[src/rtl/core/xorshift128_random_source_top_assert.svh]
// Assertion macros shared by the random source RTL.
// Included by the modules that carry concurrent checks; no other dependencies.
`ifndef XORSHIFT128_RANDOM_SOURCE_TOP_ASSERT_SVH
`define XORSHIFT128_RANDOM_SOURCE_TOP_ASSERT_SVH

// same-cycle implication, checked out of reset
`define XRS_ASSERT_NOW(label, clk, rst_n, ante, cons) \
    label: assert property (@(posedge clk) disable iff (!rst_n) (ante) |-> (cons)) \
        else $error("xrs: same-cycle check failed");

// next-cycle implication, checked out of reset
`define XRS_ASSERT_NEXT(label, clk, rst_n, ante, cons) \
    label: assert property (@(posedge clk) disable iff (!rst_n) (ante) |=> (cons)) \
        else $error("xrs: next-cycle check failed");

`endif

[src/rtl/core/xrs_pkg.sv]
// Shared types and constants for the xorshift128 random source.
// No dependencies; imported by xrs_gen, xrs_scale and the top level.
`timescale 1ns / 1ps

package xrs_pkg;

    localparam int unsigned WORD_W = 32;
    localparam int unsigned CMD_W  = 3;
    localparam int unsigned POS_W  = 6;

    localparam logic [WORD_W-1:0] Y_INIT = 32'd842502087;
    localparam logic [WORD_W-1:0] Z_INIT = 32'd3579807591;
    localparam logic [WORD_W-1:0] W_INIT = 32'd273326509;
    localparam logic [WORD_W-1:0] MASK31 = 32'h7FFF_FFFF;
    localparam logic [POS_W-1:0]  BIT_POS_FULL = 6'd32;
    localparam logic [POS_W-1:0]  BIT_POS_FIRST = 6'd1;

    typedef enum logic [CMD_W-1:0] {
        CMD_RAW    = 3'd0,
        CMD_MASK31 = 3'd1,
        CMD_SCALE  = 3'd2,
        CMD_RANGE  = 3'd3,
        CMD_BOOL   = 3'd4
    } t_cmd;

    // one item after the draw stage
    typedef struct packed {
        t_cmd               cmd;
        logic [WORD_W-1:0]  word;   // final word field (raw, masked, bit or zero)
        logic [WORD_W-1:0]  v31;    // 31-bit value for scaling, bit 31 clear
        logic [WORD_W-1:0]  base;   // lower bound for range, zero for scale
        logic [WORD_W:0]    diff;   // exact 33-bit bound difference
    } t_gen_item;

endpackage

[src/rtl/core/xrs_scale.sv]
// Scaling stages: 32x33 signed product register, then truncating add into the result register.
// Depends on xrs_pkg.
`timescale 1ns / 1ps
`include "xorshift128_random_source_top_assert.svh"

module xrs_scale (
    input  logic                         i_clk,
    input  logic                         i_rst_n,
    input  logic                         i_valid,
    output logic                         o_take,
    input  xrs_pkg::t_gen_item           i_item,
    output logic                         o_out_valid,
    input  logic                         i_out_stall,
    output logic [xrs_pkg::WORD_W-1:0]   o_word,
    output logic [xrs_pkg::WORD_W-1:0]   o_scaled
);
    import xrs_pkg::*;

    localparam int unsigned PROD_W = 2 * WORD_W;
    localparam int unsigned SUM_W  = WORD_W + 2;

    // product stage
    logic                     r_p_valid, n_p_valid;
    t_cmd                     r_p_cmd;
    logic [WORD_W-1:0]        r_p_word;
    logic [WORD_W-1:0]        r_p_base;
    logic signed [PROD_W-1:0] r_prod;

    // result stage
    logic                     r_o_valid, n_o_valid;
    t_cmd                     r_o_cmd;
    logic [WORD_W-1:0]        r_o_word;
    logic [WORD_W-1:0]        r_o_scaled;

    logic                     w_load_p;
    logic                     w_load_o;
    logic signed [WORD_W-1:0] w_v_s;
    logic signed [WORD_W:0]   w_diff_s;
    logic signed [PROD_W-1:0] w_prod;
    logic [WORD_W:0]          w_hi;
    logic [SUM_W-1:0]         w_sum;
    logic [SUM_W-1:0]         w_total;
    logic                     w_frac;
    logic [WORD_W-1:0]        n_scaled;

    assign w_load_o = !r_o_valid || !i_out_stall;
    assign w_load_p = !r_p_valid || w_load_o;
    assign o_take   = w_load_p;

    assign w_v_s    = signed'(i_item.v31);
    assign w_diff_s = signed'(i_item.diff);
    // |v * diff| < 2^63, so the signed product fits in 64 bits
    assign w_prod   = w_v_s * w_diff_s;

    // floor of product / 2^31, then move toward zero when a negative sum has a fraction
    assign w_hi    = r_prod[PROD_W-1:WORD_W-1];
    assign w_frac  = |r_prod[WORD_W-2:0];
    assign w_sum   = {{2{r_p_base[WORD_W-1]}}, r_p_base} + {w_hi[WORD_W], w_hi};
    assign w_total = w_sum + {{(SUM_W-1){1'b0}}, (w_sum[SUM_W-1] && w_frac)};

    always_comb begin
        n_scaled = '0;
        case (r_p_cmd)
            CMD_SCALE, CMD_RANGE: n_scaled = w_total[WORD_W-1:0];
            default:              n_scaled = '0;
        endcase
    end

    always_comb begin
        n_p_valid = r_p_valid;
        if (w_load_p) begin
            n_p_valid = i_valid;
        end
        n_o_valid = r_o_valid;
        if (w_load_o) begin
            n_o_valid = r_p_valid;
        end
    end

    always_ff @(posedge i_clk) begin
        if (!i_rst_n) begin
            r_p_valid <= 1'b0;
            r_o_valid <= 1'b0;
        end else begin
            r_p_valid <= n_p_valid;
            r_o_valid <= n_o_valid;
        end
    end

    always_ff @(posedge i_clk) begin
        if (w_load_p && i_valid) begin
            r_p_cmd  <= i_item.cmd;
            r_p_word <= i_item.word;
            r_p_base <= i_item.base;
            r_prod   <= w_prod;
        end
        if (w_load_o && r_p_valid) begin
            r_o_cmd    <= r_p_cmd;
            r_o_word   <= r_p_word;
            r_o_scaled <= n_scaled;
        end
    end

    assign o_out_valid = r_o_valid;
    assign o_word      = r_o_word;
    assign o_scaled    = r_o_scaled;

    // scaled result only for the scaling commands
    `XRS_ASSERT_NOW(a_scaled_zero, i_clk, i_rst_n,
        r_o_valid && r_o_cmd != CMD_SCALE && r_o_cmd != CMD_RANGE, r_o_scaled == '0)
    // boolean results carry a single bit
    `XRS_ASSERT_NOW(a_bool_bit, i_clk, i_rst_n,
        r_o_valid && r_o_cmd == CMD_BOOL, r_o_word[WORD_W-1:1] == '0)

endmodule

[config.mk]
export PLATFORM = sky130hd
export DESIGN_NAME = xrs_scale
export DESIGN_NICKNAME = d
export VERILOG_FILES = /design/src/rtl/core/xrs_pkg.sv /design/src/rtl/core/xrs_scale.sv
export VERILOG_INCLUDE_DIRS = /design/src /design/src/rtl/core
export SDC_FILE = /design/constraint.sdc
export NUM_CORES = 2
export LEC_CHECK = 0
export BUFFER_PORTS_ARGS = -buffer_cell sky130_fd_sc_hd__buf_2
export CORE_ASPECT_RATIO = 0.9
export CORE_UTILIZATION = 40
export CTS_CLUSTER_SIZE = 12
export DETAILED_ROUTE_END_ITERATION = 10
export MAX_ROUTING_LAYER = met4
export SLEW_MARGIN = 20
export SYNTH_ARGS = -nofsm -noshare
export SYNTH_HDL_FRONTEND = slang
export SYNTH_SLANG_ARGS = --single-unit
[constraint.sdc]
create_clock -name i_clk -period 10.6 [get_ports i_clk]
set_input_delay 0.53 -clock i_clk [delete_from_list [all_inputs] [get_ports i_clk]]
set_output_delay 0.53 -clock i_clk [all_outputs]
set_load 0.02 [all_outputs]
==> results.py <==
metrics = {
    "synthesis": {
        "synth_edf_count": 194,
        "async_flop_share_pct": 0,
        "synth_top_area_share_pct": 48.4,
        "synth_seq_cells": 196,
        "yosysWarningCount": 0,
        "yosys.cell_types.count": 83,
        "synth.area.top_cells": "fa_1, edfxtp_1, inv_1, and2_1, ha_1",
        "synth_area_leader_cell": "fa_1",
        "synth_flop_cell": "edfxtp_1",
        "synth_cells": 4583,
        "yosysSeqAreaShare_pct": 12.9,
        "syn_nets": 6042,
        "synth_area_sq_um": 45600,
        "avgSynthCellArea_sq_um": 9.96,
    },
    "sta": {
        "slew_violations": 0,
        "setup_viol": 0,
        "slew_headroom_pct": 28.5,
        "hold_viol": 0,
        "fmax_ghz": 0.110,
        "hold_slack_ps": 218,
        "setup_tns_ps": 0,
        "layout_setup_ws_ps": 1540,
        "period_share_pct": 85.5,
        "fin_crit_ps": 9060,
        "skew_ps": 18.5,
        "worstMarginPinSlew_ps": 1070,
        "rsz0062_at_grt": "false",
    },
    "critical_path": {
        "crit_path_max_fanout": 33,
        "critPathArrivalTime_ps": 9290,
        "crit_path_start_kind": "input pin",
        "worstSetupEndpointType": "flip-flop",
        "worst-setup-path-type": "in -> reg",
        "crit_required_ps": 10830,
    },
    "route": {
        "first_pass_iters": 5,
        "finalWirelength_um": 121000,
        "wl_per_cell_um": 19.8,
        "drtAntennaViolNets": 0,
        "vias": 31100,
        "viasPerCell": 5.07,
        "drc_errors": 0,
        "drtIter0Drc": 2155,
    },
    "worst_hold_path": {
        "holdCritPathClass": "in -> reg",
    },
    "placement": {
        "hpwl_um": 96800,
        "port-buffer-count": 200,
        "place_congestion": 0.905,
        "pre_cts_slack_ps": 1120,
    },
    "global_route": {
        "use_met1_pct": 30.6,
        "grt_use_met2_pct": 35.3,
        "grt_pass1_wl_um": 191000,
        "gr-total-overflow": 0,
        "grt_use_met3_pct": 2.81,
        "busiest_layer": "met2",
        "grt_pass1_vias": 33200,
        "grtUsageTotal_pct": 22.4,
        "grt_max_degree": 82,
        "antenna_found_initial": 10,
    },
    "floorplan": {
        "die_h_um": 322,
        "ioPinCount": 202,
        "die_w_um": 358,
        "std_cell_rows": 117,
        "initial_utilization_pct": 40.3,
        "die_area_sq_um": 115000,
        "core_sq_um": 113000,
    },
    "clock_network": {
        "worstSkewPairLatency_ps": 480,
        "root_buffer": "clkbuf_16",
        "ctsLongestPathBuffers": 2,
        "h-tree-depth": 4,
        "clock_sinks": 196,
        "ctsResizeCount": 0,
        "cts_tree": "done",
        "cts_setup_buffers": 0,
        "cts_made_buffers": 17,
        "path_clk_slew_ps": 90,
        "holdBufCountCts": 0,
    },
    "run": {
        "cap_viol_max_count": 0,
    },
    "finish": {
        "nets": 6074,
        "drive_above_1_share_pct": 6.63,
        "syn_to_final_growth_pct": 6.47,
        "n_fill_cell": 11000,
    },
    "status": {
        "status": "complete, no violations",
    },
}
[worst max-delay path, cell delays in order]
cell and delay (ps):
buf_2 790, nand2_1 190, fa_1 580, inv_1 60
fa_1 430, fa_1 500, inv_1 60, fa_1 470
inv_1 50, fa_1 470, fa_1 510, fa_1 490
inv_1 50, fa_1 500, inv_1 50, ha_1 400
a21o_1 260, a2111oi_0 440, o31ai_1 190, a211oi_2 550
nor4_1 240, o2111ai_1 560, a21oi_1 220, o21ai_0 380
mux2i_1 230, nand4_1 90
[sequential cells by signal (all words and copies together), names as in the netlist]
signal / count
o_scaled: 32
r_p_cmd: 2
r_p_valid: 1
r_p_base: 32
o_word: 32
o_out_valid: 1
r_p_word: 32
r_prod: 64
[area by class of cell]
| class | instances | area, sq um | share of cell area [%] |
|---|---|---|---|
| flip-flops and latches | 196 | 5870 | 12.1 |
| multi-input cells | 3154 | 35100 | 72.3 |
| diodes | 7 | 17.5 | 0.0361 |
| clock buffers | 17 | 425 | 0.876 |
| inverters | 1008 | 3780 | 7.79 |
| repair buffers | 238 | 1290 | 2.65 |
| clock inverters | 15 | 214 | 0.440 |
| well taps | 1487 | 1860 | 3.83 |
[per-stage QoR]
stage	area [sq um]	utilization, %	cells
floorplan	45600	-	4583
global placement	47900	42.4	6083
detailed placement	47900	42.4	6083
CTS	48600	42.9	6115
global route	48600	42.9	6120
finish	48600	42.9	6122
[layer usage]
metal  share of wire, %  up-vias  wire (um)
li1                   -    13700          -
met1                 44    16300      53300
met2                 48      911      57800
met3                5.8      126       7010
met4                2.4        0       2890
met5                  0        -          0
[kinds of logic (layout without fill, tap and decap cells)]
logic type | count (synthesis) | in the layout | synth area share, %
flops | 196 | 196 | 12.9
fa+ha+maj | 1323 | 1323 | 54.4
other cells | 0 | 7 | 0
simple gates | 1379 | 1379 | 15.3
buf+inv | 1233 | 1278 | 10.2
compound gates | 329 | 329 | 4.85
xor+xnor | 118 | 118 | 2.26
mux | 5 | 5 | 0.112
[Yosys cell counts, drive strengths merged (5+ instances only)]
cell	instances
a211oi	15
a21boi	5
a21o	49
a21oi	102
a31oi	6
and2	531
and3	12
clkbuf	220
edfxtp	194
fa	1104
ha	219
inv	1008
nand2	575
nand2b	24
nand3	37
nand4	23
nor2	100
nor2b	11
nor3	22
nor4	19
o2111ai	5
o211ai	9
o21a	12
o21ai	57
o21bai	9
o31ai	12
o41ai	5
or3	7
xnor2	76
xor2	42
[worst paths after layout]
path	startpoint	to	slack (ps)	cells after the start
setup / recovery	i_item[73]	r_prod[63]	1540	26
hold / removal	i_item[106]	r_p_word[9]	220	1
hold reg to reg	r_p_word[27]	o_word[27]	420	0
setup reg to reg	r_p_base[4]	o_scaled[28]	4780	19
[layout by cell type, fill, tap and decap left out, types with 12 or more instances in the layout]
cell and instances:
nor4_1 16, and2_1 529, a21oi_1 101, ha_1 219, nand3_1 37, o31ai_1 12
xnor2_1 76, nand2_1 575, nand4_1 23, xor2_1 42, buf_2 200, edfxtp_1 194
buf_4 38, a21o_1 48, nor3_1 20, inv_1 1007, nor2_1 100, o21ai_0 55
nand2b_1 24, fa_1 1104, a211oi_1 13, o21a_1 12, clkbuf_16 17
Power is left out: the tool's default activity adds up to more than one toggle a clock period on the data nets, which glitch-free logic cannot reach.
