### src/rtl/core/xorshift128_random_source_top_assert.svh
// Assertion macros shared by the random source RTL.
// Included by the modules that carry concurrent checks; no other dependencies.
`ifndef XORSHIFT128_RANDOM_SOURCE_TOP_ASSERT_SVH
`define XORSHIFT128_RANDOM_SOURCE_TOP_ASSERT_SVH

// same-cycle implication, checked out of reset
`define XRS_ASSERT_NOW(label, clk, rst_n, ante, cons) \
    label: assert property (@(posedge clk) disable iff (!rst_n) (ante) |-> (cons)) \
        else $error("xrs: same-cycle check failed");

// next-cycle implication, checked out of reset
`define XRS_ASSERT_NEXT(label, clk, rst_n, ante, cons) \
    label: assert property (@(posedge clk) disable iff (!rst_n) (ante) |=> (cons)) \
        else $error("xrs: next-cycle check failed");

`endif

### src/rtl/core/xrs_pkg.sv
// Shared types and constants for the xorshift128 random source.
// No dependencies; imported by xrs_gen, xrs_scale and the top level.
`timescale 1ns / 1ps

package xrs_pkg;

    localparam int unsigned WORD_W = 32;
    localparam int unsigned CMD_W  = 3;
    localparam int unsigned POS_W  = 6;

    localparam logic [WORD_W-1:0] Y_INIT = 32'd842502087;
    localparam logic [WORD_W-1:0] Z_INIT = 32'd3579807591;
    localparam logic [WORD_W-1:0] W_INIT = 32'd273326509;
    localparam logic [WORD_W-1:0] MASK31 = 32'h7FFF_FFFF;
    localparam logic [POS_W-1:0]  BIT_POS_FULL = 6'd32;
    localparam logic [POS_W-1:0]  BIT_POS_FIRST = 6'd1;

    typedef enum logic [CMD_W-1:0] {
        CMD_RAW    = 3'd0,
        CMD_MASK31 = 3'd1,
        CMD_SCALE  = 3'd2,
        CMD_RANGE  = 3'd3,
        CMD_BOOL   = 3'd4
    } t_cmd;

    // one item after the draw stage
    typedef struct packed {
        t_cmd               cmd;
        logic [WORD_W-1:0]  word;   // final word field (raw, masked, bit or zero)
        logic [WORD_W-1:0]  v31;    // 31-bit value for scaling, bit 31 clear
        logic [WORD_W-1:0]  base;   // lower bound for range, zero for scale
        logic [WORD_W:0]    diff;   // exact 33-bit bound difference
    } t_gen_item;

endpackage

### src/rtl/core/xrs_gen.sv
// Draw stage: seed register, xorshift128 state, bit buffer and first item register.
// Depends on xrs_pkg.
`timescale 1ns / 1ps
`include "xorshift128_random_source_top_assert.svh"

module xrs_gen (
    input  logic                         i_clk,
    input  logic                         i_rst_n,
    input  logic                         i_cfg_we,
    input  logic [xrs_pkg::WORD_W-1:0]   i_cfg_seed,
    input  logic                         i_in_valid,
    output logic                         o_in_stall,
    input  logic [xrs_pkg::CMD_W-1:0]    i_command,
    input  logic [xrs_pkg::WORD_W-1:0]   i_lower_bound,
    input  logic [xrs_pkg::WORD_W-1:0]   i_upper_bound,
    output logic                         o_valid,
    input  logic                         i_take,
    output xrs_pkg::t_gen_item           o_item
);
    import xrs_pkg::*;

    logic [WORD_W-1:0] r_seed, n_seed;
    logic [WORD_W-1:0] r_x, r_y, r_z, r_w;
    logic [WORD_W-1:0] n_x, n_y, n_z, n_w;
    logic [WORD_W-1:0] r_buf, n_buf;
    logic [POS_W-1:0]  r_bit_pos, n_bit_pos;
    logic              r_valid, n_valid;
    t_gen_item         r_item, n_item;

    logic              w_accept;
    logic [WORD_W-1:0] w_t;
    logic [WORD_W-1:0] w_draw;
    t_cmd              w_cmd;

    assign w_accept   = i_in_valid && !o_in_stall;
    assign o_in_stall = r_valid && !i_take;
    assign w_cmd      = t_cmd'(i_command);

    assign w_t    = r_x ^ (r_x << 11);
    assign w_draw = r_w ^ (r_w >> 19) ^ w_t ^ (w_t >> 8);

    always_comb begin
        n_seed    = r_seed;
        n_x       = r_x;
        n_y       = r_y;
        n_z       = r_z;
        n_w       = r_w;
        n_buf     = r_buf;
        n_bit_pos = r_bit_pos;
        if (i_cfg_we) begin
            n_seed    = i_cfg_seed;
            n_x       = i_cfg_seed;
            n_y       = Y_INIT;
            n_z       = Z_INIT;
            n_w       = W_INIT;
            n_buf     = '0;
            n_bit_pos = BIT_POS_FULL;
        end else if (w_accept) begin
            case (w_cmd)
                CMD_RAW, CMD_MASK31, CMD_SCALE, CMD_RANGE: begin
                    n_x = r_y;
                    n_y = r_z;
                    n_z = r_w;
                    n_w = w_draw;
                end
                CMD_BOOL: begin
                    if (r_bit_pos >= BIT_POS_FULL) begin
                        n_x       = r_y;
                        n_y       = r_z;
                        n_z       = r_w;
                        n_w       = w_draw;
                        n_buf     = w_draw;
                        n_bit_pos = BIT_POS_FIRST;
                    end else begin
                        n_buf     = r_buf >> 1;
                        n_bit_pos = r_bit_pos + BIT_POS_FIRST;
                    end
                end
                default: begin
                end
            endcase
        end
    end

    // item fields for the scaling stages
    always_comb begin
        n_item.cmd  = w_cmd;
        n_item.word = '0;
        n_item.v31  = w_draw & MASK31;
        n_item.base = '0;
        n_item.diff = {i_upper_bound[WORD_W-1], i_upper_bound};
        case (w_cmd)
            CMD_RAW:    n_item.word = w_draw;
            CMD_MASK31: n_item.word = w_draw & MASK31;
            CMD_SCALE: begin
            end
            CMD_RANGE: begin
                n_item.base = i_lower_bound;
                n_item.diff = {i_upper_bound[WORD_W-1], i_upper_bound}
                            - {i_lower_bound[WORD_W-1], i_lower_bound};
            end
            CMD_BOOL: begin
                if (r_bit_pos >= BIT_POS_FULL) begin
                    n_item.word = {{(WORD_W-1){1'b0}}, w_draw[0]};
                end else begin
                    n_item.word = {{(WORD_W-1){1'b0}}, r_buf[1]};
                end
            end
            default: begin
            end
        endcase
    end

    always_comb begin
        n_valid = r_valid;
        if (w_accept) begin
            n_valid = 1'b1;
        end else if (i_take) begin
            n_valid = 1'b0;
        end
    end

    always_ff @(posedge i_clk) begin
        if (!i_rst_n) begin
            r_seed    <= '0;
            r_x       <= '0;
            r_y       <= Y_INIT;
            r_z       <= Z_INIT;
            r_w       <= W_INIT;
            r_buf     <= '0;
            r_bit_pos <= BIT_POS_FULL;
            r_valid   <= 1'b0;
        end else begin
            r_seed    <= n_seed;
            r_x       <= n_x;
            r_y       <= n_y;
            r_z       <= n_z;
            r_w       <= n_w;
            r_buf     <= n_buf;
            r_bit_pos <= n_bit_pos;
            r_valid   <= n_valid;
        end
    end

    always_ff @(posedge i_clk) begin
        if (w_accept) begin
            r_item <= n_item;
        end
    end

    assign o_valid = r_valid;
    assign o_item  = r_item;

    // bit position only counts up to the refill mark
    `XRS_ASSERT_NOW(a_bit_pos_range, i_clk, i_rst_n, 1'b1, r_bit_pos <= BIT_POS_FULL)
    // a seed write restores the fixed state words and the empty bit buffer
    `XRS_ASSERT_NEXT(a_cfg_reinit, i_clk, i_rst_n, i_cfg_we,
        r_y == Y_INIT && r_z == Z_INIT && r_w == W_INIT && r_bit_pos == BIT_POS_FULL
        && r_x == r_seed)

endmodule

### config.mk
export PLATFORM = sky130hd
export DESIGN_NAME = xrs_gen
export DESIGN_NICKNAME = d
export VERILOG_FILES = /design/src/rtl/core/xrs_pkg.sv /design/src/rtl/core/xrs_gen.sv
export VERILOG_INCLUDE_DIRS = /design/src /design/src/rtl/core
export SDC_FILE = /design/constraint.sdc
export NUM_CORES = 1
export LEC_CHECK = 0
export BUFFER_PORTS_ARGS = -buffer_cell sky130_fd_sc_hd__buf_2
export CAP_MARGIN = 5
export CORE_MARGIN = 1
export CORE_UTILIZATION = 25
export DETAILED_ROUTE_END_ITERATION = 10
export HOLD_SLACK_MARGIN = 0.02
export PLACE_DENSITY = 0.53
export SYNTH_ARGS = -nofsm -noshare
export SYNTH_HDL_FRONTEND = slang
export SYNTH_SLANG_ARGS = --single-unit
### constraint.sdc
create_clock -name i_clk -period 5.75 [get_ports i_clk]
set_input_delay 0.2875 -clock i_clk [delete_from_list [all_inputs] [get_ports i_clk]]
set_output_delay 0.2875 -clock i_clk [all_outputs]
set_load 0.01 [all_outputs]
==> Flow_metrics.wiki, run 1 <==
{| class="wikitable"
! Metric !! Value
|-
| Result of the run || finished, final reports clean
|-
| Final HPWL DP || 28.1 mm
|-
| Area added between synthesis and finish || 26.2%
|-
| Cell type with the highest aggregate area in the netlist || sky130_fd_sc_hd__edfxtp_1
|-
| Io pins || 238
|-
| Net count after synthesis || roughly 1,600
|-
| Proportion of register bits with asynchronous set or reset after synthesis || 0%
|-
| Critical path required time || between 6 and 7 ns
|-
| Number of fill cells || 5,614
|-
| Overall fraction of global-route tracks in use || 14.1%
|-
| GRT Residual Overflow || 0
|-
| GP Congestion || between 0.8 and 0.9
|-
| Critical Path Start || o_valid
|-
| Nature of the critical path startpoint || flop
|-
| Mapped Cells || 1,467
|-
| Net Switching || roughly 1.6 mW
|-
| Yosys warning total || 0
|-
| Number of port buffers || between 200 and 250
|-
| Portion of the clock cycle consumed by the worst path in the final layout || 58.4%
|-
| Synthesized-area fraction occupied by ao, oa, aoi and oai cells || about an eighth
|-
| Fin Clk Skew || 0.0131 ns
|-
| Leading cell types by total area after synthesis || sky130_fd_sc_hd__edfxtp_1 29%, sky130_fd_sc_hd__dfxtp_1 24%, sky130_fd_sc_hd__nand2_1 8.2%, sky130_fd_sc_hd__xnor2_1 5.7%, sky130_fd_sc_hd__a21oi_1 5.5%
|-
| Placeable core area || ~0.054 mm^2
|-
| Switching portion of total power || between 20 and 30%
|-
| Post-cts hold buffer count || 50
|-
| Internal power component || between 4 and 5 mW
|-
| Crit Path Category || flop to flop
|-
| Combinational share of power || approximately 16%
|-
| Most numerous cell types in the synthesized netlist || 297 x sky130_fd_sc_hd__nand2_1, 166 x sky130_fd_sc_hd__dfxtp_1, 149 x sky130_fd_sc_hd__a21oi_1
|-
| Area after detailed placement || about 0.016 mm^2
|-
| Total number of clock tree sinks || ~300
|-
| Number of setup buffers added after CTS || 0
|-
| Design area || ~0.017 mm^2
|-
| Count of nets after finishing || roughly 1,900
|-
| Post-Route WL || roughly 40 mm
|-
| TritonCTS Buffers || 37
|-
| Mux share of post-synthesis cell area || 1.32%
|-
| Num rows || 85
|-
| Max VDD drop || 0.000181 V
|-
| Final critical path time including I/O delays and setup || about 3.4 ns
|-
| CTS H-tree depth || 2
|-
| Total of endpoints with negative setup slack in the final report || 0
|-
| Post-synthesis register bit count || about 300
|-
| Crit path arrival time || 3.84 ns
|-
| Die span in y || about 240 um
|-
| Endpoint type of the worst setup path || flop
|-
| Xor/xnor cell area share of the yosys netlist || ~7.6%
|-
| Max-cap violations || 0
|-
| Skew-Pair Late Insertion Delay || 0.55 ns
|-
| Reg-to-reg critical path startpoint || o_valid
|-
| Maximum fanout count along the critical path || 100
|-
| Top_reg_cell synth || sky130_fd_sc_hd__dfxtp_1
|-
| Number of antenna violations at the first check in global routing || 1
|-
| Total power density per cell area || about 330 mW/mm^2
|-
| Number of slew-limit violations in the final report || 0
|-
| Full die area || approximately 0.056 mm^2
|-
| Worst-case clock buffer depth || 3
|-
| Floorplan die width || 236 um
|-
| Fraction of final layout cells with drive strength greater than 1 || between 10% and 20%
|-
| Clock tree from TritonCTS || done
|-
| Setup repair after global routing missed its margin || no
|-
| Worst slew pin tran || 1.05 ns
|-
| Clock slew at the register clock pins of the worst setup and hold paths || around 0.06 ns
|-
| Residual DRC count || 0
|-
| Last element of the critical path || r_x[9]
|-
| Detailed-route via count || 11,000
|-
| Starting density of the core || about a quarter
|-
| Path depth of the worst reg2reg path || 9
|-
| Global-route wire length before repair || slightly above 60 mm
|-
| Vias in the first global route || about 11,000
|-
| Synth unique cells || 53
|-
| Normalized max-slew margin || just under 30%
|-
| Area fraction of the dominant cell type after synthesis || ~29%
|-
| Accumulated negative setup slack || 0 ns
|-
| Maximum number of pins on one net before global-route repair || 101
|-
| Clock share of power || between 40% and 50%
|-
| Number of routed nets with antenna violations || 0
|-
| Maximum clock rate || 298 MHz
|-
| CTS resizes || 0
|-
| Adder-Cell Fraction of Synth Area || 3.26%
|-
| Share of power burned in registers || 42.3%
|-
| Register area share after synthesis || 53.1%
|-
| Library cell with the highest instance count after synthesis || sky130_fd_sc_hd__nand2_1
|-
| Root Buffer Master || sky130_fd_sc_hd__clkbuf_16
|-
| Avg WL per Cell || 16.3 um
|-
| Cell leakage power || about 7.0 nW
|-
| Slack of the worst reg-to-reg path || between 2 and 2.5 ns
|-
| Synth Area in Simple Gates || 17.9%
|-
| Avg Cell Area, Syn || ~9.3 um^2
|-
| Number of failing hold endpoints at the final stage || 0
|-
| Combinational family with the most area after synthesis || simple AND/OR/NAND/NOR gates
|-
| Number of flops mapped to enable cells by yosys || roughly 130
|-
| Type of the worst min-delay path || input pin to flop
|-
| Initial drt markers || between 600 and 700
|-
| Vias per std cell || approximately 4.5
|-
| Area of the mapped netlist || roughly 0.014 mm^2
|-
| Detailed-routing iteration count for the pre-antenna-repair pass || 5
|-
| Critical R2R Capture || r_x[9]
|}
[worst min path at each step]
stage / startpoint / to / depth (start not counted)
2_1_floorplan: i_command[0] / o_item[129] / 0
3_3_place_gp: r_buf[11] / r_buf[11] / 2
3_5_place_dp: r_buf[1] / r_buf[1] / 2
4_1_cts: i_upper_bound[18] / o_item[18] / 3
5_1_grt: i_cfg_seed[20] / r_x[20] / 3
6_report: i_cfg_seed[20] / r_x[20] / 3
[registers in the layout (all words and copies together) (netlist names)]
register and count:
r_y 32, r_buf 31, r_bit_pos 6, r_z 32, o_item 131, o_valid 1, r_x 32, r_w 32
[power by group through the flow]
stage | Sequential (mW) | Clock (mW) | Combinational (mW)
after floorplan | 2.50 | 0 | 0.515
after global placement | 2.46 | 0 | 0.901
after detailed placement | 2.46 | 0 | 0.905
after CTS | 2.42 | 2.46 | 0.935
after global routing | 2.43 | 2.54 | 1.01
final | 2.42 | 2.38 | 0.915
[critical path, stage by stage (launching register included)]
cell and delay [ns]:
sky130_fd_sc_hd__dfxtp_1 0.33, sky130_fd_sc_hd__nor2b_1 0.21, sky130_fd_sc_hd__nand2b_1 0.48, sky130_fd_sc_hd__inv_6 0.36
sky130_fd_sc_hd__nand2_4 0.86, sky130_fd_sc_hd__buf_4 0.50, sky130_fd_sc_hd__nand2_1 0.09, sky130_fd_sc_hd__a21oi_1 0.15
sky130_fd_sc_hd__a21oi_1 0.05, sky130_fd_sc_hd__nor2b_1 0.13
[through the flow]
step                util, %  hold slack (ns)  worst slack [ns]  total power, mW  cells
CTS                    32.0           0.0200              2.45             5.82   2444
global placement       28.8            0.439              2.47             3.36   2327
global route           32.0           0.0403              2.12             5.99   2445
floorplan                 -            0.386              1.21             3.01   1467
finish                 32.0           0.0556              2.39             5.71   2445
detailed placement     28.8            0.442              2.42             3.37   2327
[cell families after synthesis]
group                    after synthesis
AND/OR/NAND/NOR                      564
flip-flops                           297
AO/OA/AOI/OAI                        293
buffers and inverters                140
XOR/XNOR                             119
adder cells (fa/ha/maj)               35
multiplexers                          18
other                                  1
[cells in the final DEF, fill, tap and decap left out, types with 5 or more instances in the layout]
| master | Yosys | routed |
|---|---|---|
| sky130_fd_sc_hd__nand2_1 | 297 | 296 |
| sky130_fd_sc_hd__buf_2 | 10 | 236 |
| sky130_fd_sc_hd__dfxtp_1 | 166 | 166 |
| sky130_fd_sc_hd__a21oi_1 | 149 | 149 |
| sky130_fd_sc_hd__edfxtp_1 | 131 | 131 |
| sky130_fd_sc_hd__nor2_1 | 117 | 117 |
| sky130_fd_sc_hd__xnor2_1 | 89 | 89 |
| sky130_fd_sc_hd__inv_1 | 56 | 55 |
| sky130_fd_sc_hd__dlygate4sd3_1 | 0 | 50 |
| sky130_fd_sc_hd__nand3_1 | 47 | 47 |
| sky130_fd_sc_hd__clkbuf_16 | 0 | 38 |
| sky130_fd_sc_hd__nor2b_1 | 37 | 36 |
| sky130_fd_sc_hd__o21ai_0 | 34 | 34 |
| sky130_fd_sc_hd__ha_1 | 34 | 34 |
| sky130_fd_sc_hd__a211oi_1 | 32 | 32 |
| sky130_fd_sc_hd__xor2_1 | 30 | 30 |
| sky130_fd_sc_hd__o211ai_1 | 23 | 23 |
| sky130_fd_sc_hd__and2_1 | 21 | 21 |
| sky130_fd_sc_hd__mux2i_1 | 18 | 18 |
| sky130_fd_sc_hd__o21ai_1 | 12 | 12 |
| sky130_fd_sc_hd__a21o_1 | 11 | 11 |
| sky130_fd_sc_hd__buf_4 | 1 | 11 |
| sky130_fd_sc_hd__nor3_1 | 9 | 9 |
| sky130_fd_sc_hd__nand4_1 | 8 | 8 |
| sky130_fd_sc_hd__or3_1 | 8 | 8 |
| sky130_fd_sc_hd__clkinv_2 | 0 | 7 |
| sky130_fd_sc_hd__clkbuf_1 | 65 | 7 |
| sky130_fd_sc_hd__nand2b_1 | 7 | 6 |
| sky130_fd_sc_hd__o21a_1 | 6 | 6 |
| sky130_fd_sc_hd__o31ai_1 | 5 | 5 |
| sky130_fd_sc_hd__a31oi_1 | 5 | 5 |
[per-layer routing]
layer	part of all wire, %	up-vias	GRT usage, %	wire [um]
li1	-	5495	-	-
met5	0	-	0	0
met4	2.5	0	4.61	1010
met3	5.7	62	2.73	2260
met2	46	343	22.7	18100
met1	46	5135	18.8	18400
[final cells by class]
class / instances / area, um^2 / area share, %
clock inverter: 20 / 238 / 1.38
multi-input combinational: 1030 / 5890 / 34.2
inverter: 57 / 219 / 1.27
clock buffer: 47 / 1000 / 5.82
sequential: 297 / 7260 / 42.1
antenna: 1 / 2.50 / 0.0145
tap: 696 / 871 / 5.05
timing repair buffer: 297 / 1760 / 10.2
(Power assumes the default switching activity.)
==> run 2, diff against run 1 <==
==> constraint.sdc (replaced) <==
create_clock -name i_clk -period 3.5 [get_ports i_clk]
set_input_delay 0.175 -clock i_clk [delete_from_list [all_inputs] [get_ports i_clk]]
set_output_delay 0.175 -clock i_clk [all_outputs]
set_load 0.01 [all_outputs]
==> Flow_metrics.wiki, run 2 (synthesis results as in run 1) <==
{| class="wikitable"
! Metric !! Value
|-
| Result of the run || finished, final reports clean
|-
| Worst slew pin tran || between 1 and 1.5 ns
|-
| Nature of the critical path startpoint || input pin
|-
| Final critical path time including I/O delays and setup || about 3.0 ns
|-
| Cell leakage power || between 7 and 8 nW
|-
| Area added between synthesis and finish || 30.9%
|-
| Number of port buffers || 236
|-
| Delay of the slowest critical-path stage || 0.54 ns
|-
| Maximum number of pins on one net before global-route repair || 132
|-
| Total power density per cell area || between 500 and 600 mW/mm^2
|-
| Placeable core area || ~0.054 mm^2
|-
| Cell family contributing the most delay on the critical path || compound AO/OA/AOI/OAI gates
|-
| Global-route wire length before repair || around 63 mm
|-
| Crit path depth || 12
|-
| Floorplan die width || 236 um
|-
| Diode count || 0
|-
| Max VDD drop || 0.000282 V
|-
| Crit path arrival time || 3.28 ns
|-
| Fraction of final layout cells with drive strength greater than 1 || between 10% and 20%
|-
| Critical-path cell with the highest stage delay || sky130_fd_sc_hd__dlygate4sd3_1
|-
| Most common cell after layout, fill and taps aside || sky130_fd_sc_hd__nand2_1
|-
| Number of failing hold endpoints at the final stage || 0
|-
| Crit Path Category || input pin to flop
|-
| Detailed-route via count || ~11,000
|-
| Number of slew-limit violations in the final report || 0
|-
| Critical R2R Capture || r_x[22]
|-
| Number of routed nets with antenna violations || 0
|-
| Max-cap violations || 0
|-
| Last element of the critical path || o_item[28]
|-
| Critical Path, Cell by Cell || dlygate4sd3_1 -> buf_2 -> ha_1 -> fa_1 -> and2b_1 -> o211ai_1 -> a2111oi_4 -> o21bai_2 -> a31oi_2 -> nor2b_2 -> o2111a_1 -> a221o_1
|-
| Uppermost layer routed || met4
|-
| Count of nets after finishing || roughly 1,900
|-
| Total of endpoints with negative setup slack in the final report || 0
|-
| Commonest cells after routing, fill and taps aside || 296 x sky130_fd_sc_hd__nand2_1, 236 x sky130_fd_sc_hd__buf_2, 165 x sky130_fd_sc_hd__dfxtp_1, 149 x sky130_fd_sc_hd__a21oi_1, 131 x sky130_fd_sc_hd__edfxtp_1
|-
| Endpoint type of the worst setup path || flop
|-
| Type of the worst min-delay path || input pin to flop
|-
| Post-Route WL || 40.8 mm
|-
| Critical Path Start || i_lower_bound[0]
|-
| Number of buffers and inverters on the critical path || 2
|-
| Overall fraction of global-route tracks in use || approximately 15%
|-
| Maximum fanout count along the critical path || 3
|-
| Final HPWL DP || 28.6 mm
|-
| Final hold slack || roughly 0.05 ns
|-
| Io pins || 238
|-
| CTS resizes || 0
|-
| Setup repair after global routing missed its margin || no
|-
| Maximum clock rate || between 300 and 400 MHz
|-
| Number of antenna violations at the first check in global routing || 0
|-
| Starting density of the core || between 20% and 30%
|-
| Avg WL per Cell || around 16 um
|-
| Critical path required time || 3.79 ns
|-
| Initial drt markers || between 700 and 800
|-
| Total number of clock tree sinks || about 300
|-
| CTS H-tree depth || 2
|-
| Fin Clk Skew || around 0.026 ns
|-
| Flip-flop count of the largest register after layout || approximately 130
|-
| GP Congestion || between 0.8 and 0.9
|-
| Detailed-routing iteration count for the pre-antenna-repair pass || 7
|-
| Portion of the clock cycle consumed by the worst path in the final layout || a little under nine tenths
|-
| Slack of the worst reg-to-reg path || ~0.96 ns
|-
| Detailed-routed wire length on met3 || 1.97 mm
|-
| Vias per std cell || between 4 and 5
|-
| Accumulated negative setup slack || 0 ns
|-
| Die span in y || 236 um
|-
| Clock slew at the register clock pins of the worst setup and hold paths || ~0.05 ns
|-
| Full die area || about 0.056 mm^2
|-
| GRT Residual Overflow || 0
|-
| Num rows || 85
|-
| Routed length on met2 || ~19 mm
|-
| Residual DRC count || 0
|-
| Skew-Pair Late Insertion Delay || approximately 0.56 ns
|-
| TritonCTS Buffers || 37
|-
| Met1 wire length || between 15 and 20 mm
|-
| Worst-case clock buffer depth || 3
|-
| Vias in the first global route || roughly 11,000
|-
| Normalized max-slew margin || roughly 28%
|-
| Clock tree from TritonCTS || done
|-
| Root Buffer Master || sky130_fd_sc_hd__clkbuf_16
|-
| Reg-to-reg critical path startpoint || r_bit_pos[5]
|-
| Path depth of the worst reg2reg path || 8
|}
-- run 2: how the worst min path moves through the flow --
stage	startpoint	end	slack (ns)	depth (start not counted)
global placement	i_cfg_seed[12]	r_x[12]	0.43	3
finish	i_lower_bound[1]	o_item[34]	0.05	3
detailed placement	i_cfg_seed[11]	r_x[11]	0.43	3
floorplan	i_command[0]	o_item[129]	0.27	0
CTS	i_lower_bound[1]	o_item[34]	0.02	3
global route	i_lower_bound[1]	o_item[34]	0.04	3
-- run 2: worst register-to-register path, stage by stage (launching register included) --
cell and delay (ns):
sky130_fd_sc_hd__dfxtp_1 0.34, sky130_fd_sc_hd__inv_2 0.16, sky130_fd_sc_hd__or3_1 0.48, sky130_fd_sc_hd__a21oi_4 0.74
sky130_fd_sc_hd__buf_12 0.30, sky130_fd_sc_hd__nand2_1 0.10, sky130_fd_sc_hd__a21oi_1 0.15, sky130_fd_sc_hd__a21oi_1 0.06
sky130_fd_sc_hd__nor2b_1 0.13
-- run 2: repair_timing --
item / in CTS / in global routing
buffers inserted: 0 / 0
endpoints found under the hold margin: 99 / 0
hold buffers: 99 / 0
-- run 2: cell type report --
cell class	instances	area (um^2)
Inverter	57	218
Timing Repair Buffer	356	2400
Multi-Input combinational cell	1030	5910
Clock inverter	13	141
Clock buffer	52	1080
Sequential cell	297	7260
Tap cell	696	871
Fill cell	5520	36000
-- run 2: layer usage --
metal / up-vias / global-route usage [%]
li1: 5608 / -
met1: 5201 / 19.2
met2: 325 / 23.8
met3: 61 / 2.40
met4: 0 / 5.01
met5: - / 0
-- run 2: report_power, final --
group | total, mW | switching [mW] | internal [mW]
clock network | 3.86 | 1.55 | 2.31
registers | 3.97 | 0.102 | 3.87
logic | 1.59 | 0.973 | 0.617
-- run 2: metrics by stage --
step | worst slack [ns] | total power, mW | std cells | area, um^2 | utilization (%)
final | 0.502 | 9.42 | 2501 | 17900 | 33.2
after global routing | 0.439 | 9.88 | 2501 | 17900 | 33.2
after floorplan | 0.00668 | 4.96 | 1467 | 13700 | -
after detailed placement | 0.564 | 5.58 | 2337 | 15700 | 29.1
after global placement | 0.614 | 5.56 | 2337 | 15700 | 29.1
after CTS | 0.601 | 9.59 | 2501 | 17900 | 33.2
==> run 3, diff against run 2 <==
--- a/config.mk
+++ b/config.mk
@@ -12,7 +12,7 @@
 export CORE_UTILIZATION = 25
 export DETAILED_ROUTE_END_ITERATION = 10
 export HOLD_SLACK_MARGIN = 0.02
-export PLACE_DENSITY = 0.53
+export PLACE_DENSITY = 0.52
 export SYNTH_ARGS = -nofsm -noshare
 export SYNTH_HDL_FRONTEND = slang
 export SYNTH_SLANG_ARGS = --single-unit
==> Flow_metrics.wiki, run 3 (synthesis results as in run 1) <==
{| class="wikitable"
! Metric !! Value
|-
| Type of the worst min-delay path || input pin to flop
|-
| Maximum number of pins on one net before global-route repair || ~130
|-
| Number of slew-limit violations in the final report || 0
|-
| Slack of the worst reg-to-reg path || roughly 0.62 ns
|-
| Fraction of final layout cells with drive strength greater than 1 || between 10% and 20%
|-
| Final critical path time including I/O delays and setup || approximately 3.0 ns
|-
| Full die area || roughly 0.056 mm^2
|-
| Register Area || ~0.0073 mm^2
|-
| Post-Route WL || 40.7 mm
|-
| Number of port buffers || about 240
|-
| Area added between synthesis and finish || 31.2%
|-
| Hold Path Stages || 3
|-
| Cell leakage power || 7.34 nW
|-
| Avg WL per Cell || 16.2 um
|-
| Critical-path cell with the highest stage delay || sky130_fd_sc_hd__dlygate4sd3_1
|-
| Residual DRC count || 0
|-
| Floorplan die width || around 240 um
|-
| Initial drt markers || between 700 and 800
|-
| Total power density per cell area || just over 500 mW/mm^2
|-
| Crit path arrival time || approximately 3.3 ns
|-
| Normalized max-slew margin || 38.4%
|-
| Nature of the critical path startpoint || input pin
|-
| Maximum fanout count along the critical path || 3
|-
| Total of endpoints with negative setup slack in the final report || 0
|-
| Placeable core area || around 0.054 mm^2
|-
| Overall fraction of global-route tracks in use || between 10 and 15%
|-
| Fin Clk Skew || ~0.025 ns
|-
| Cell family contributing the most delay on the critical path || compound AO/OA/AOI/OAI gates
|-
| Critical Path, Cell by Cell || dlygate4sd3_1 -> buf_2 -> inv_1 -> ha_1 -> fa_1 -> and2b_1 -> o211ai_1 -> a2111oi_4 -> o21bai_2 -> a31oi_2 -> nor2b_2 -> o2111a_1 -> a221o_1
|-
| Placed Cells || 2,336
|-
| Detailed-routing iteration count for the pre-antenna-repair pass || 5
|-
| Path depth of the worst reg2reg path || 10
|-
| Design area || between 0.015 and 0.02 mm^2
|-
| Root Buffer Master || sky130_fd_sc_hd__clkbuf_16
|-
| Commonest cells after routing, fill and taps aside || 296 x sky130_fd_sc_hd__nand2_1, 236 x sky130_fd_sc_hd__buf_2, 165 x sky130_fd_sc_hd__dfxtp_1, 149 x sky130_fd_sc_hd__a21oi_1, 131 x sky130_fd_sc_hd__edfxtp_1
|-
| Area used by multi-input combinational logic || 0.00591 mm^2
|-
| TritonCTS Buffers || 38
|-
| Number of buffers and inverters on the critical path || 3
|-
| Most common cell after layout, fill and taps aside || sky130_fd_sc_hd__nand2_1
|-
| Num rows || 85
|-
| Worst slew pin tran || just over 0.9 ns
|-
| Diode count || 0
|-
| Number of routed nets with antenna violations || 0
|-
| Critical Path Start || i_upper_bound[0]
|-
| Total number of clock tree sinks || approximately 300
|-
| GRT Residual Overflow || 0
|-
| Number of fill cells || roughly 5,500
|-
| Critical R2R Capture || r_x[0]
|-
| CTS H-tree depth || 2
|-
| Skew-Pair Late Insertion Delay || 0.56 ns
|-
| Delay of the slowest critical-path stage || 0.52 ns
|-
| Portion of the clock cycle consumed by the worst path in the final layout || 86.3%
|-
| Setup repair after global routing missed its margin || no
|-
| Clock slew at the register clock pins of the worst setup and hold paths || 0.05 ns
|-
| Io pins || 238
|-
| Endpoint type of the worst setup path || flop
|-
| Worst-case clock buffer depth || 3
|-
| Max VDD drop || between 0.0004 and 0.0005 V
|-
| Reg-to-reg critical path startpoint || r_bit_pos[5]
|-
| Final HPWL DP || 28.2 mm
|-
| Critical path required time || about 3.8 ns
|-
| Clock tree from TritonCTS || done
|-
| Hold Crit Start || i_cfg_we
|-
| Area after detailed placement || between 0.015 and 0.02 mm^2
|-
| Result of the run || finished, final reports clean
|-
| Flip-flop count of the largest register after layout || about 130
|-
| Worst min-delay path endpoint || r_x[19]
|-
| Starting density of the core || roughly a quarter
|-
| Count of nets after finishing || roughly 1,900
|-
| Vias in the first global route || between 10,000 and 15,000
|-
| Vias per std cell || roughly 4.5
|-
| Number of failing hold endpoints at the final stage || 0
|-
| Die span in y || roughly 240 um
|-
| Max-cap violations || 0
|-
| GP Congestion || 0.812
|-
| Accumulated negative setup slack || 0 ns
|-
| Crit Path Category || input pin to flop
|-
| Post-layout instance count excluding filler cells || between 2,000 and 3,000
|-
| Global-route wire length before repair || 62.4 mm
|-
| Number of antenna violations at the first check in global routing || 0
|-
| Maximum clock rate || roughly 330 MHz
|-
| Detailed-route via count || between 10,000 and 15,000
|}
[run 3: cell count changes in the layout (fill, tap and decap cells not counted), sizes merged]
cell	before	now
dlygate4sd3	99	114
clkbuf	52	49
clkinv	7	10
clkinvlp	4	2
buf	257	256
bufinv	2	1
[run 3: cell type report]
cell class	count	share of cell area (%)
Clock buffer	49	5.87
Inverter	57	1.21
Clock inverter	13	0.642
Timing Repair Buffer	370	14.0
Tap cell	696	4.86
Multi-Input combinational cell	1030	32.9
Sequential cell	297	40.5
[run 3: metrics by stage]
| stage | utilization [%] | setup WS, ns | total power [mW] | hold WS (ns) |
|---|---|---|---|---|
| after detailed placement | 29.0 | 0.500 | 5.56 | 0.431 |
| after floorplan | - | 0.00668 | 4.96 | 0.274 |
| after global routing | 33.3 | 0.327 | 9.74 | 0.198 |
| final | 33.3 | 0.481 | 9.29 | 0.178 |
| after CTS | 33.3 | 0.550 | 9.46 | 0.142 |
| after global placement | 29.0 | 0.515 | 5.55 | 0.431 |
[run 3: power breakdown]
group	total [mW]	internal [mW]	switching [mW]
clock network	3.73	2.19	1.54
registers	3.97	3.87	0.0981
logic	1.60	0.622	0.975
[run 3: worst max path at each step]
stage                       to  depth (start not counted)
finish              o_item[28]                         13
global route            r_x[0]                         10
CTS                 o_item[28]                         13
detailed placement  o_item[28]                         12
global placement    o_item[28]                         12
floorplan              r_x[14]                          9
[run 3: worst register-to-register path: stages (launching register included)]
cell and delay (ns):
sky130_fd_sc_hd__dfxtp_1 0.34, sky130_fd_sc_hd__inv_2 0.16, sky130_fd_sc_hd__or3_1 0.47, sky130_fd_sc_hd__nand2_1 0.14, sky130_fd_sc_hd__nand2_4 0.35, sky130_fd_sc_hd__buf_4 0.38, sky130_fd_sc_hd__nand2_1 0.09, sky130_fd_sc_hd__a21oi_1 0.06
sky130_fd_sc_hd__a21oi_1 0.15, sky130_fd_sc_hd__nor2b_1 0.07, sky130_fd_sc_hd__dlygate4sd3_1 0.56
[run 3: repair_timing]
action                                 in CTS  in global routing
hold buffers                              114                  0
buffers inserted                            0                  0
endpoints found under the hold margin     101                  0
gates resized for setup                     0                  0
[run 3: per-layer routing]
metal  up-vias  global-route usage (%)  share of wire, %
met1      5255                    19.0                46
met4         0                    4.42               2.0
met3        46                    2.45               5.1
met2       313                    24.0                47
li1       5637                       -                 -
met5         -                       0                 0
